<file path="src/rtl/core/assert_macros.svh">
// Assertion macros used by the top level of the slot table.
`ifndef ASSERT_MACROS_SVH
`define ASSERT_MACROS_SVH

// Same-cycle implication, checked at every rising clock edge outside reset.
`define ASSERT_IMPLIES(label, clk, rst, cond, prop) \
   label: assert property (@(posedge clk) disable iff (rst) (cond) |-> (prop)) \
      else $error("same-cycle implication check failed");

// Next-cycle implication, checked at every rising clock edge outside reset.
`define ASSERT_NEXT(label, clk, rst, cond, prop) \
   label: assert property (@(posedge clk) disable iff (rst) (cond) |=> (prop)) \
      else $error("next-cycle implication check failed");

`endif

</file>
<file path="src/rtl/core/tstr_pkg.sv">
// Shared constants, codes and command types of the tagged slot table.
package tstr_pkg;

   // Table geometry.
   localparam int SLOTS      = 16;
   localparam int DATA_BITS  = 32;
   localparam int SLOT_IDX_W = $clog2(SLOTS);

   // Fixed field widths.
   localparam int ITEM_BITS    = 16;
   localparam int OWNER_BITS   = 8;
   localparam int COUNT_BITS   = 8;
   localparam int PAYLOAD_BITS = 32;

   // Depth of the command queue between front and back.
   localparam int QUEUE_DEPTH = 2;
   localparam int QPTR_W      = $clog2(QUEUE_DEPTH);
   localparam int QCNT_W      = $clog2(QUEUE_DEPTH + 1);

   typedef enum logic [0:0] {
      OP_STORE = 1'b0,
      OP_READ  = 1'b1
   } op_type;

   typedef enum logic [1:0] {
      ST_STORED = 2'd0,
      ST_FULL   = 2'd1,
      ST_HIT    = 2'd2,
      ST_MISS   = 2'd3
   } status_type;

   // One classified command as it travels through the queue.
   typedef struct packed {
      op_type                  op;
      logic [ITEM_BITS-1:0]    item_id;
      logic [OWNER_BITS-1:0]   owner_id;
      logic [COUNT_BITS-1:0]   count;
      logic [DATA_BITS-1:0]    data;
   } cmd_type;

   // A command together with its valid flag.
   typedef struct packed {
      logic    valid;
      cmd_type cmd;
   } cmd_xfer_type;

endpackage

</file>
<file path="src/rtl/core/tagged_slot_table_refcount_top.sv">
// Top level of the tagged slot table with per-entry reader counts.
// The block keeps a table of 16 slots. A store transfer places its entry in the
// lowest free slot (status stored) or reports the table full; a read transfer
// finds the lowest busy slot whose item id and owner id both match, returns it
// with its count decremented and frees the slot when the count reaches zero
// (status read hit), or reports a read miss. A stored reader count of zero is
// kept as one. In the table unit each item first has all slots compared and the
// lowest picked, then has its slot updated and the result register loaded; the
// update waits while an earlier result is not yet taken, and the table unit takes
// no new item before it is done with the last. A request transfer passes the
// input register and the head of the two-entry command queue, where the table
// unit compares the slots, before the update loads the result register. The
// input register and the queue keep taking requests while a result waits to be
// taken. No clearing pass follows reset; the busy flags clear at once.
`include "assert_macros.svh"

module tagged_slot_table_refcount_top (
   input  logic        clock,
   input  logic        reset,
   input  logic        req_tvalid,
   output logic        req_tready,
   input  logic [63:0] req_tdata,   // item_id, owner_id, reader_count, payload
   input  logic [0:0]  req_tuser,   // opcode
   output logic        rsp_tvalid,
   input  logic        rsp_tready,
   output logic [63:0] rsp_tdata,   // out_item_id, out_owner_id, out_remaining, out_payload
   output logic [1:0]  rsp_tuser    // status
);

   tstr_pkg::cmd_xfer_type q_push;
   tstr_pkg::cmd_xfer_type q_head;
   logic                   q_ready;
   logic                   q_pop;

   tstr_front u_front (
      .clock      (clock),
      .reset      (reset),
      .req_tvalid (req_tvalid),
      .req_tready (req_tready),
      .req_tdata  (req_tdata),
      .req_tuser  (req_tuser),
      .q_push     (q_push),
      .q_ready    (q_ready)
   );

   tstr_queue u_queue (
      .clock   (clock),
      .reset   (reset),
      .q_push  (q_push),
      .q_ready (q_ready),
      .q_head  (q_head),
      .q_pop   (q_pop)
   );

   tstr_back u_back (
      .clock      (clock),
      .reset      (reset),
      .q_head     (q_head),
      .q_pop      (q_pop),
      .rsp_tvalid (rsp_tvalid),
      .rsp_tready (rsp_tready),
      .rsp_tdata  (rsp_tdata),
      .rsp_tuser  (rsp_tuser)
   );

   // The table unit only takes commands that the queue really holds.
   `ASSERT_IMPLIES(a_pop_has_entry, clock, reset, q_pop, q_head.valid)

   // An accepted request is held in the front stage on the next cycle.
   `ASSERT_NEXT(a_req_held, clock, reset, req_tvalid && req_tready, q_push.valid)

   // A command refused by a full queue stays put until the queue takes it.
   `ASSERT_NEXT(a_push_stall, clock, reset, q_push.valid && !q_ready, q_push.valid && $stable(q_push.cmd))

endmodule

</file>
<file path="src/rtl/core/tstr_front.sv">
// Front stage: takes request transfers, decodes them and hands them to the queue.
module tstr_front (
   input  logic                  clock,
   input  logic                  reset,
   input  logic                  req_tvalid,
   output logic                  req_tready,
   input  logic [63:0]           req_tdata,  // item_id, owner_id, reader_count, payload
   input  logic [0:0]            req_tuser,  // opcode
   output tstr_pkg::cmd_xfer_type q_push,
   input  logic                  q_ready
);

   logic              valid_ff;
   logic              valid_in;
   tstr_pkg::cmd_type cmd_ff;
   tstr_pkg::cmd_type cmd_in;
   logic              take;
   logic              hand_off;
   logic [tstr_pkg::COUNT_BITS-1:0] raw_count;

   // The holding register frees up as soon as the queue takes its command.
   assign req_tready = !valid_ff || q_ready;
   assign take       = req_tvalid && req_tready;
   assign hand_off   = valid_ff && q_ready;
   assign raw_count  = req_tdata[31:24];

   // Decode the fields; a reader count of zero is kept as one so the first read frees the slot.
   always_comb begin
      cmd_in          = cmd_ff;
      cmd_in.op       = tstr_pkg::op_type'(req_tuser[0]);
      cmd_in.item_id  = req_tdata[15:0];
      cmd_in.owner_id = req_tdata[23:16];
      cmd_in.count    = (raw_count == '0) ? tstr_pkg::COUNT_BITS'(1) : raw_count;
      cmd_in.data     = tstr_pkg::DATA_BITS'(req_tdata[63:32]);
      if (!take) begin
         cmd_in = cmd_ff;
      end
   end

   always_comb begin
      valid_in = valid_ff;
      if (take) begin
         valid_in = 1'b1;
      end else if (hand_off) begin
         valid_in = 1'b0;
      end
   end

   always_ff @(posedge clock) begin
      if (reset) begin
         valid_ff <= 1'b0;
      end else begin
         valid_ff <= valid_in;
      end
      cmd_ff <= cmd_in;
   end

   assign q_push.valid = valid_ff;
   assign q_push.cmd   = cmd_ff;

endmodule

</file>
<file path="src/rtl/core/tstr_queue.sv">
// Short command queue that decouples the front stage from the table unit.
module tstr_queue (
   input  logic                  clock,
   input  logic                  reset,
   input  tstr_pkg::cmd_xfer_type q_push,
   output logic                  q_ready,
   output tstr_pkg::cmd_xfer_type q_head,
   input  logic                  q_pop
);

   tstr_pkg::cmd_type              entry_mem [tstr_pkg::QUEUE_DEPTH];
   logic [tstr_pkg::QPTR_W-1:0]    wr_ptr_ff;
   logic [tstr_pkg::QPTR_W-1:0]    wr_ptr_in;
   logic [tstr_pkg::QPTR_W-1:0]    rd_ptr_ff;
   logic [tstr_pkg::QPTR_W-1:0]    rd_ptr_in;
   logic [tstr_pkg::QCNT_W-1:0]    fill_ff;
   logic [tstr_pkg::QCNT_W-1:0]    fill_in;
   logic                           push;
   logic                           pop;

   assign q_ready = (fill_ff != tstr_pkg::QCNT_W'(tstr_pkg::QUEUE_DEPTH));
   assign push    = q_push.valid && q_ready;
   assign pop     = q_pop && (fill_ff != '0);

   // Pointer and fill bookkeeping; pointers wrap at the queue depth.
   always_comb begin
      wr_ptr_in = wr_ptr_ff;
      rd_ptr_in = rd_ptr_ff;
      fill_in   = fill_ff;
      if (push) begin
         wr_ptr_in = (wr_ptr_ff == tstr_pkg::QPTR_W'(tstr_pkg::QUEUE_DEPTH - 1)) ?
                     '0 : wr_ptr_ff + tstr_pkg::QPTR_W'(1);
      end
      if (pop) begin
         rd_ptr_in = (rd_ptr_ff == tstr_pkg::QPTR_W'(tstr_pkg::QUEUE_DEPTH - 1)) ?
                     '0 : rd_ptr_ff + tstr_pkg::QPTR_W'(1);
      end
      if (push && !pop) begin
         fill_in = fill_ff + tstr_pkg::QCNT_W'(1);
      end else if (pop && !push) begin
         fill_in = fill_ff - tstr_pkg::QCNT_W'(1);
      end
   end

   always_ff @(posedge clock) begin
      if (reset) begin
         wr_ptr_ff <= '0;
         rd_ptr_ff <= '0;
         fill_ff   <= '0;
      end else begin
         wr_ptr_ff <= wr_ptr_in;
         rd_ptr_ff <= rd_ptr_in;
         fill_ff   <= fill_in;
      end
   end

   // Command storage.
   always_ff @(posedge clock) begin
      if (push) begin
         entry_mem[wr_ptr_ff] <= q_push.cmd;
      end
   end

   assign q_head.valid = (fill_ff != '0);
   assign q_head.cmd   = entry_mem[rd_ptr_ff];

endmodule

</file>
<file path="src/rtl/core/tstr_back.sv">
// Table unit: slot storage, lowest-slot search, update and the result register.
module tstr_back (
   input  logic                  clock,
   input  logic                  reset,
   input  tstr_pkg::cmd_xfer_type q_head,
   output logic                  q_pop,
   output logic                  rsp_tvalid,
   input  logic                  rsp_tready,
   output logic [63:0]           rsp_tdata,  // out_item_id, out_owner_id, out_remaining, out_payload
   output logic [1:0]            rsp_tuser   // status
);

   typedef enum logic {
      S_LOOK,
      S_EXEC
   } state_type;

   state_type state_ff;
   state_type state_in;

   // Slot contents; only entries marked busy are ever looked at.
   logic [tstr_pkg::SLOTS-1:0]      busy_ff;
   logic [tstr_pkg::SLOTS-1:0]      busy_in;
   logic [tstr_pkg::ITEM_BITS-1:0]  item_mem  [tstr_pkg::SLOTS];
   logic [tstr_pkg::OWNER_BITS-1:0] owner_mem [tstr_pkg::SLOTS];
   logic [tstr_pkg::COUNT_BITS-1:0] count_mem [tstr_pkg::SLOTS];
   logic [tstr_pkg::DATA_BITS-1:0]  data_mem  [tstr_pkg::SLOTS];

   tstr_pkg::cmd_type               cmd_ff;
   tstr_pkg::cmd_type               cmd_in;
   logic [tstr_pkg::SLOT_IDX_W-1:0] idx_ff;
   logic [tstr_pkg::SLOT_IDX_W-1:0] idx_in;
   logic                            found_ff;
   logic                            found_in;

   logic                              rsp_valid_ff;
   logic                              rsp_valid_in;
   tstr_pkg::status_type              rsp_status_ff;
   tstr_pkg::status_type              rsp_status_in;
   logic [tstr_pkg::ITEM_BITS-1:0]    rsp_item_ff;
   logic [tstr_pkg::ITEM_BITS-1:0]    rsp_item_in;
   logic [tstr_pkg::OWNER_BITS-1:0]   rsp_owner_ff;
   logic [tstr_pkg::OWNER_BITS-1:0]   rsp_owner_in;
   logic [tstr_pkg::COUNT_BITS-1:0]   rsp_left_ff;
   logic [tstr_pkg::COUNT_BITS-1:0]   rsp_left_in;
   logic [tstr_pkg::PAYLOAD_BITS-1:0] rsp_payload_ff;
   logic [tstr_pkg::PAYLOAD_BITS-1:0] rsp_payload_in;

   logic                              free_hit;
   logic [tstr_pkg::SLOT_IDX_W-1:0]   free_idx;
   logic                              match_hit;
   logic [tstr_pkg::SLOT_IDX_W-1:0]   match_idx;
   logic                              out_free;
   logic                              wr_entry;
   logic                              wr_count;
   logic [tstr_pkg::COUNT_BITS-1:0]   cur_count;
   logic [tstr_pkg::COUNT_BITS-1:0]   left;

   // Priority search over all slots for the lowest free one and the lowest match.
   always_comb begin
      free_hit  = 1'b0;
      free_idx  = '0;
      match_hit = 1'b0;
      match_idx = '0;
      for (int i = tstr_pkg::SLOTS - 1; i >= 0; i--) begin
         if (!busy_ff[i]) begin
            free_hit = 1'b1;
            free_idx = tstr_pkg::SLOT_IDX_W'(i);
         end
         if (busy_ff[i] && item_mem[i] == q_head.cmd.item_id &&
             owner_mem[i] == q_head.cmd.owner_id) begin
            match_hit = 1'b1;
            match_idx = tstr_pkg::SLOT_IDX_W'(i);
         end
      end
   end

   // Count after the read; a stored count is never zero, the guard keeps it from wrapping.
   assign cur_count = count_mem[idx_ff];
   assign left      = (cur_count == '0) ? '0 : cur_count - tstr_pkg::COUNT_BITS'(1);
   assign out_free  = !rsp_valid_ff || rsp_tready;

   // Sequencer: S_LOOK searches; S_EXEC updates the slot and loads the result once the output is free.
   always_comb begin
      state_in       = state_ff;
      busy_in        = busy_ff;
      cmd_in         = cmd_ff;
      idx_in         = idx_ff;
      found_in       = found_ff;
      q_pop          = 1'b0;
      wr_entry       = 1'b0;
      wr_count       = 1'b0;
      rsp_valid_in   = rsp_tready ? 1'b0 : rsp_valid_ff;
      rsp_status_in  = rsp_status_ff;
      rsp_item_in    = rsp_item_ff;
      rsp_owner_in   = rsp_owner_ff;
      rsp_left_in    = rsp_left_ff;
      rsp_payload_in = rsp_payload_ff;
      unique case (state_ff)
         S_LOOK: begin
            if (q_head.valid) begin
               q_pop    = 1'b1;
               cmd_in   = q_head.cmd;
               found_in = (q_head.cmd.op == tstr_pkg::OP_STORE) ? free_hit : match_hit;
               idx_in   = (q_head.cmd.op == tstr_pkg::OP_STORE) ? free_idx : match_idx;
               state_in = S_EXEC;
            end
         end
         S_EXEC: begin
            if (out_free) begin
               state_in       = S_LOOK;
               rsp_valid_in   = 1'b1;
               rsp_item_in    = '0;
               rsp_owner_in   = '0;
               rsp_left_in    = '0;
               rsp_payload_in = '0;
               if (cmd_ff.op == tstr_pkg::OP_STORE) begin
                  if (found_ff) begin
                     busy_in[idx_ff] = 1'b1;
                     wr_entry        = 1'b1;
                     rsp_status_in   = tstr_pkg::ST_STORED;
                  end else begin
                     rsp_status_in   = tstr_pkg::ST_FULL;
                  end
               end else begin
                  if (found_ff) begin
                     wr_count       = 1'b1;
                     if (left == '0) begin
                        busy_in[idx_ff] = 1'b0;
                     end
                     rsp_status_in  = tstr_pkg::ST_HIT;
                     rsp_item_in    = item_mem[idx_ff];
                     rsp_owner_in   = owner_mem[idx_ff];
                     rsp_left_in    = left;
                     rsp_payload_in = tstr_pkg::PAYLOAD_BITS'(data_mem[idx_ff]);
                  end else begin
                     rsp_status_in  = tstr_pkg::ST_MISS;
                  end
               end
            end
         end
      endcase
   end

   always_ff @(posedge clock) begin
      if (reset) begin
         state_ff     <= S_LOOK;
         busy_ff      <= '0;
         rsp_valid_ff <= 1'b0;
      end else begin
         state_ff     <= state_in;
         busy_ff      <= busy_in;
         rsp_valid_ff <= rsp_valid_in;
      end
      cmd_ff         <= cmd_in;
      idx_ff         <= idx_in;
      found_ff       <= found_in;
      rsp_status_ff  <= rsp_status_in;
      rsp_item_ff    <= rsp_item_in;
      rsp_owner_ff   <= rsp_owner_in;
      rsp_left_ff    <= rsp_left_in;
      rsp_payload_ff <= rsp_payload_in;
   end

   // Slot contents are written by a store, and only the count changes on a read.
   always_ff @(posedge clock) begin
      if (wr_entry) begin
         item_mem[idx_ff]  <= cmd_ff.item_id;
         owner_mem[idx_ff] <= cmd_ff.owner_id;
         count_mem[idx_ff] <= cmd_ff.count;
         data_mem[idx_ff]  <= cmd_ff.data;
      end else if (wr_count) begin
         count_mem[idx_ff] <= left;
      end
   end

   assign rsp_tvalid = rsp_valid_ff;
   assign rsp_tuser  = rsp_status_ff;
   assign rsp_tdata  = {rsp_payload_ff, rsp_left_ff, rsp_owner_ff, rsp_item_ff};

endmodule
</file>
<file path="config.mk">
export PLATFORM = sky130hd
export DESIGN_NAME = tagged_slot_table_refcount_top
export DESIGN_NICKNAME = d
export VERILOG_FILES = /design/src/rtl/core/tstr_pkg.sv /design/src/rtl/core/tagged_slot_table_refcount_top.sv /design/src/rtl/core/tstr_front.sv /design/src/rtl/core/tstr_queue.sv /design/src/rtl/core/tstr_back.sv
export VERILOG_INCLUDE_DIRS = /design/src /design/src/rtl/core
export SDC_FILE = /design/constraint.sdc
export NUM_CORES = 2
export LEC_CHECK = 0
export BUFFER_PORTS_ARGS = -buffer_cell sky130_fd_sc_hd__buf_2
export CAP_MARGIN = 40
export CORE_MARGIN = 4
export CORE_UTILIZATION = 45
export CTS_CLUSTER_DIAMETER = 100
export DETAILED_ROUTE_END_ITERATION = 8
export PLACE_DENSITY = 0.65
export SLEW_MARGIN = 20
export SYNTH_ARGS = -nofsm -noshare
export SYNTH_HDL_FRONTEND = slang
export SYNTH_SLANG_ARGS = --single-unit
</file>
<file path="constraint.sdc">
create_clock -name clock -period 12.3 [get_ports clock]
set_input_delay 0.615 -clock clock [delete_from_list [all_inputs] [get_ports clock]]
set_output_delay 0.615 -clock clock [all_outputs]
set_load 0.01 [all_outputs]
</file>
==> results.toml <==
[status]
status = "finished clean"

[worst_setup_path]
r2r_end = "u_back.idx_ff[0]$_DFFE_PP_"
cp_data_required_time_ns = 12.81
end_kind = "register"
start_kind = "register"
cp.arrival_ns = 5.24
reg2reg_slack_ns = 7.57
critical_path_class = "register to register"
critPathMaxFanout = 25
reg2regPathDepth = 11

[logic_synthesis]
synthXorXnorAreaFrac_pct = 6.01
syn_nets = 2950
synth_top_family_by_area = "multiplexers"
synth_area_um2 = 56700
synth.most_common_cell = "edfxtp_1"
synth_area_leaders = "edfxtp_1 72%, mux4_2 11%, xnor2_1 4.9%, nor4_1 1.3%, xor2_1 1.2%"
synthTopCellsByCount = "1,355 x edfxtp_1, 314 x xnor2_1, 289 x mux4_2"
synth.area.mux_share_pct = 14.2
syn_inst = 2879
postSynthAreaPerCell_um2 = 19.7
yosysTopAreaCell = "edfxtp_1"
synth-compound-area-share_pct = 1.07
ys.flop_type = "edfxtp_1"
synth-warning-count = 0
synth_top_cell_area_share_pct = 71.8
synthArstFlopShare_pct = 0
ys_ff_latch = 1383
synth_edf_count = 1355
ys_types = 64
synth_fa_ha_area_share_pct = 0.0442
ys_seq_area_share_pct = 72.8
synth_simple_gate_area_share_pct = 4.53

[hold_path]
hold_path_end = "u_front.q_push[35]$_SDFFCE_PN0P_"
min_path_cells = 1
hold_path_class = "input pin to register"
hold_start = "req_tdata[27]"

[cells_and_area]
fin_nets = 3283
drive_gt1_share_pct = 26.2
fin_area_um2 = 65500
n_fill_cell = 9690
fin_cells = 4973
area_delta_synth_final_pct = 15.6

[power]
power_frac_clock_pct = 30.4
internal_power_w = 0.00979
swShare_pct = 30.9
leakagePower_nw = 20.5
ir_drop_uv = 147
switching_power_w = 0.00437
seq_power_share_pct = 44.7
pwr-share-comb_pct = 24.9
p_per_area_nw_per_um2 = 216

[clocking]
clkTransAtPathRegs_ns = 0.06
cts_made_buffers = 148
root_buffer = "clkbuf_16"
clk_latency_ns = 0.78
cts_resized = 0
h-tree-depth = 4
clock_path_buffers = 3
cts_tree = "done"
clock-sinks = 1383

[placed_design]
dp.cells = 4633
dp_hpwl_um = 113000
portBuffers = 136
gp_congestion = 1.08
placed_area_um2 = 60100

[detailed_routing]
drt-initial-drc-count = 3879
wl_met2_um = 80100
drc = 0
dr_wl_met3_um = 13400
vias = 30002
highest_layer = "met5"
first_pass_iters = 6
wl_per_cell_um = 34.0
ant_nets = 0
via_per_inst = 6.03
drt_wl_total_um = 169000
wl_met1_um = 68000

[global_routing]
grt_pass1_vias = 30329
track_usage_pct = 25.8
overflow = 0
grt_max_degree = 166
antenna_found_initial = 7
grt_pass1_wl_um = 237000

[floorplanning]
core_um2 = 124000
ioPinCount = 137
rows = 129
fp.dieW_um = 363
die_y_um = 363
initial_core_util_pct = 45.5
die-area_um2 = 132000

[timing]
period_needed_ns = 4.73
slew_headroom_pct = 37.8
max_freq_mhz = 212
hold_viol_final = 0
setup_viol = 0
final.setup_skew_ns = 0.0250
tns_ns = 0
drv_slew = 0
worst_pin_slew_ns = 0.926
fin_crit_sh_pct = 38.4
rsz0062_at_grt = "false"

[flow_run]
cap_violations = 0
[kinds of logic (layout without fill, tap and decap cells)]
| group | Yosys count | in the layout |
|---|---|---|
| AOI/OAI and AO/OA | 82 | 82 |
| xor gates and xnor gates | 389 | 389 |
| adders and majority gates | 2 | 2 |
| buffers and inverters | 166 | 620 |
| DFF | 1383 | 1383 |
| muxes | 387 | 387 |
| other | 0 | 3 |
| and+or+nand+nor | 470 | 470 |
[how the worst max path moves through the flow]
stage          startpoint                               to  depth (start not counted)
2_1_floorplan  rsp_tready  u_back.data_mem[8][0]$_DFFE_PP_                          7
3_3_place_gp     register                         register                         10
3_5_place_dp   rsp_tready                         register                         12
4_1_cts          register       u_back.idx_ff[1]$_DFFE_PP_                         11
5_1_grt          register       u_back.idx_ff[0]$_DFFE_PP_                         11
6_report         register       u_back.idx_ff[0]$_DFFE_PP_                         11
[through the flow]
step	power (W)	setup slack, ns	utilization, %	hold WS (ns)
CTS	0.0142	7.57	52.5	0.0111
finish	0.0142	7.57	52.6	0.0747
detailed placement	0.00991	7.35	48.3	0.431
global placement	0.00976	6.33	47.8	0.424
floorplan	0.00846	1.91	-	0.421
global route	0.0147	7.43	52.6	0.0255
[layout by cell type, fill, tap and decap left out, types with 11 or more instances in the layout]
cell type and n:
inv_1 34, nor3_1 38, clkinvlp_4 11, a21oi_1 11, dlygate4sd3_1 56, buf_16 14, edfxtp_1 1355, mux4_1 23
mux2_2 44, nand2_1 46, a311oi_1 11, buf_4 93, xnor2_1 314, xor2_1 75, clkbuf_16 154, buf_2 138
clkinv_2 30, nor4_1 113, nor2b_1 74, nand4_1 33, nand3_1 30, clkinv_1 25, nor2_4 17, dfxtp_1 27
mux2i_2 18, clkbuf_1 26, mux4_2 289, nor2_1 76
[worst max-delay path: stages (launching register included)]
cell     delay [ns]
dfxtp_4        0.57
buf_4          0.62
mux2i_2        0.28
buf_4          0.39
xnor2_1        0.29
nor4_1         0.42
nand4_1        0.17
nor2_1         0.39
nor4_1         0.16
o31ai_1        0.62
o311a_1        0.35
o22ai_1        0.10
[flip-flops by register name, summed over array words and instances, names as in the netlist, 4 cells and up, named ones only]
register	count
u_back.data_mem	512
u_back.item_mem	256
u_queue.entry_mem	130
u_back.count_mem	128
u_back.owner_mem	128
u_back.cmd_ff	65
u_front.q_push	65
u_back.rsp_payload_ff	32
u_back.rsp_item_ff	16
u_back.rsp_left_ff	8
u_back.rsp_owner_ff	8
u_back.idx_ff	4
[power groups by stage]
stage / sequential [W] / clock [W] / combinational [W]
2_1_floorplan: 0.00629 / 0 / 0.00217
3_3_place_gp: 0.00642 / 0 / 0.00333
3_5_place_dp: 0.00643 / 0 / 0.00348
4_1_cts: 0.00633 / 0.00439 / 0.00351
5_1_grt: 0.00638 / 0.00460 / 0.00369
6_report: 0.00633 / 0.00430 / 0.00353
[final cells by class]
type,instances,area (µm²),share of cell area [%]
Sequential cell,1383,41300,63.0
Clock inverter,89,718,1.10
Inverter,35,136,0.208
Clock buffer,182,3980,6.08
Tap cell,1637,2050,3.13
Multi-Input combinational cell,1330,14900,22.7
Timing Repair Buffer,314,2500,3.81
Antenna cell,3,7.51,0.0115
[metal layers]
layer,vias up,track usage (%)
met5,-,0
met1,15896,35.5
li1,12304,-
met2,1471,40.7
met4,2,10.8
met3,329,5.16
[what timing repair did]
action | 4_1_cts | 5_1_grt
setup buffers | 0 | 0
hold buffers | 56 | 0
endpoints found under the hold margin | 56 | 0
Power figures use the tool's default switching activity.
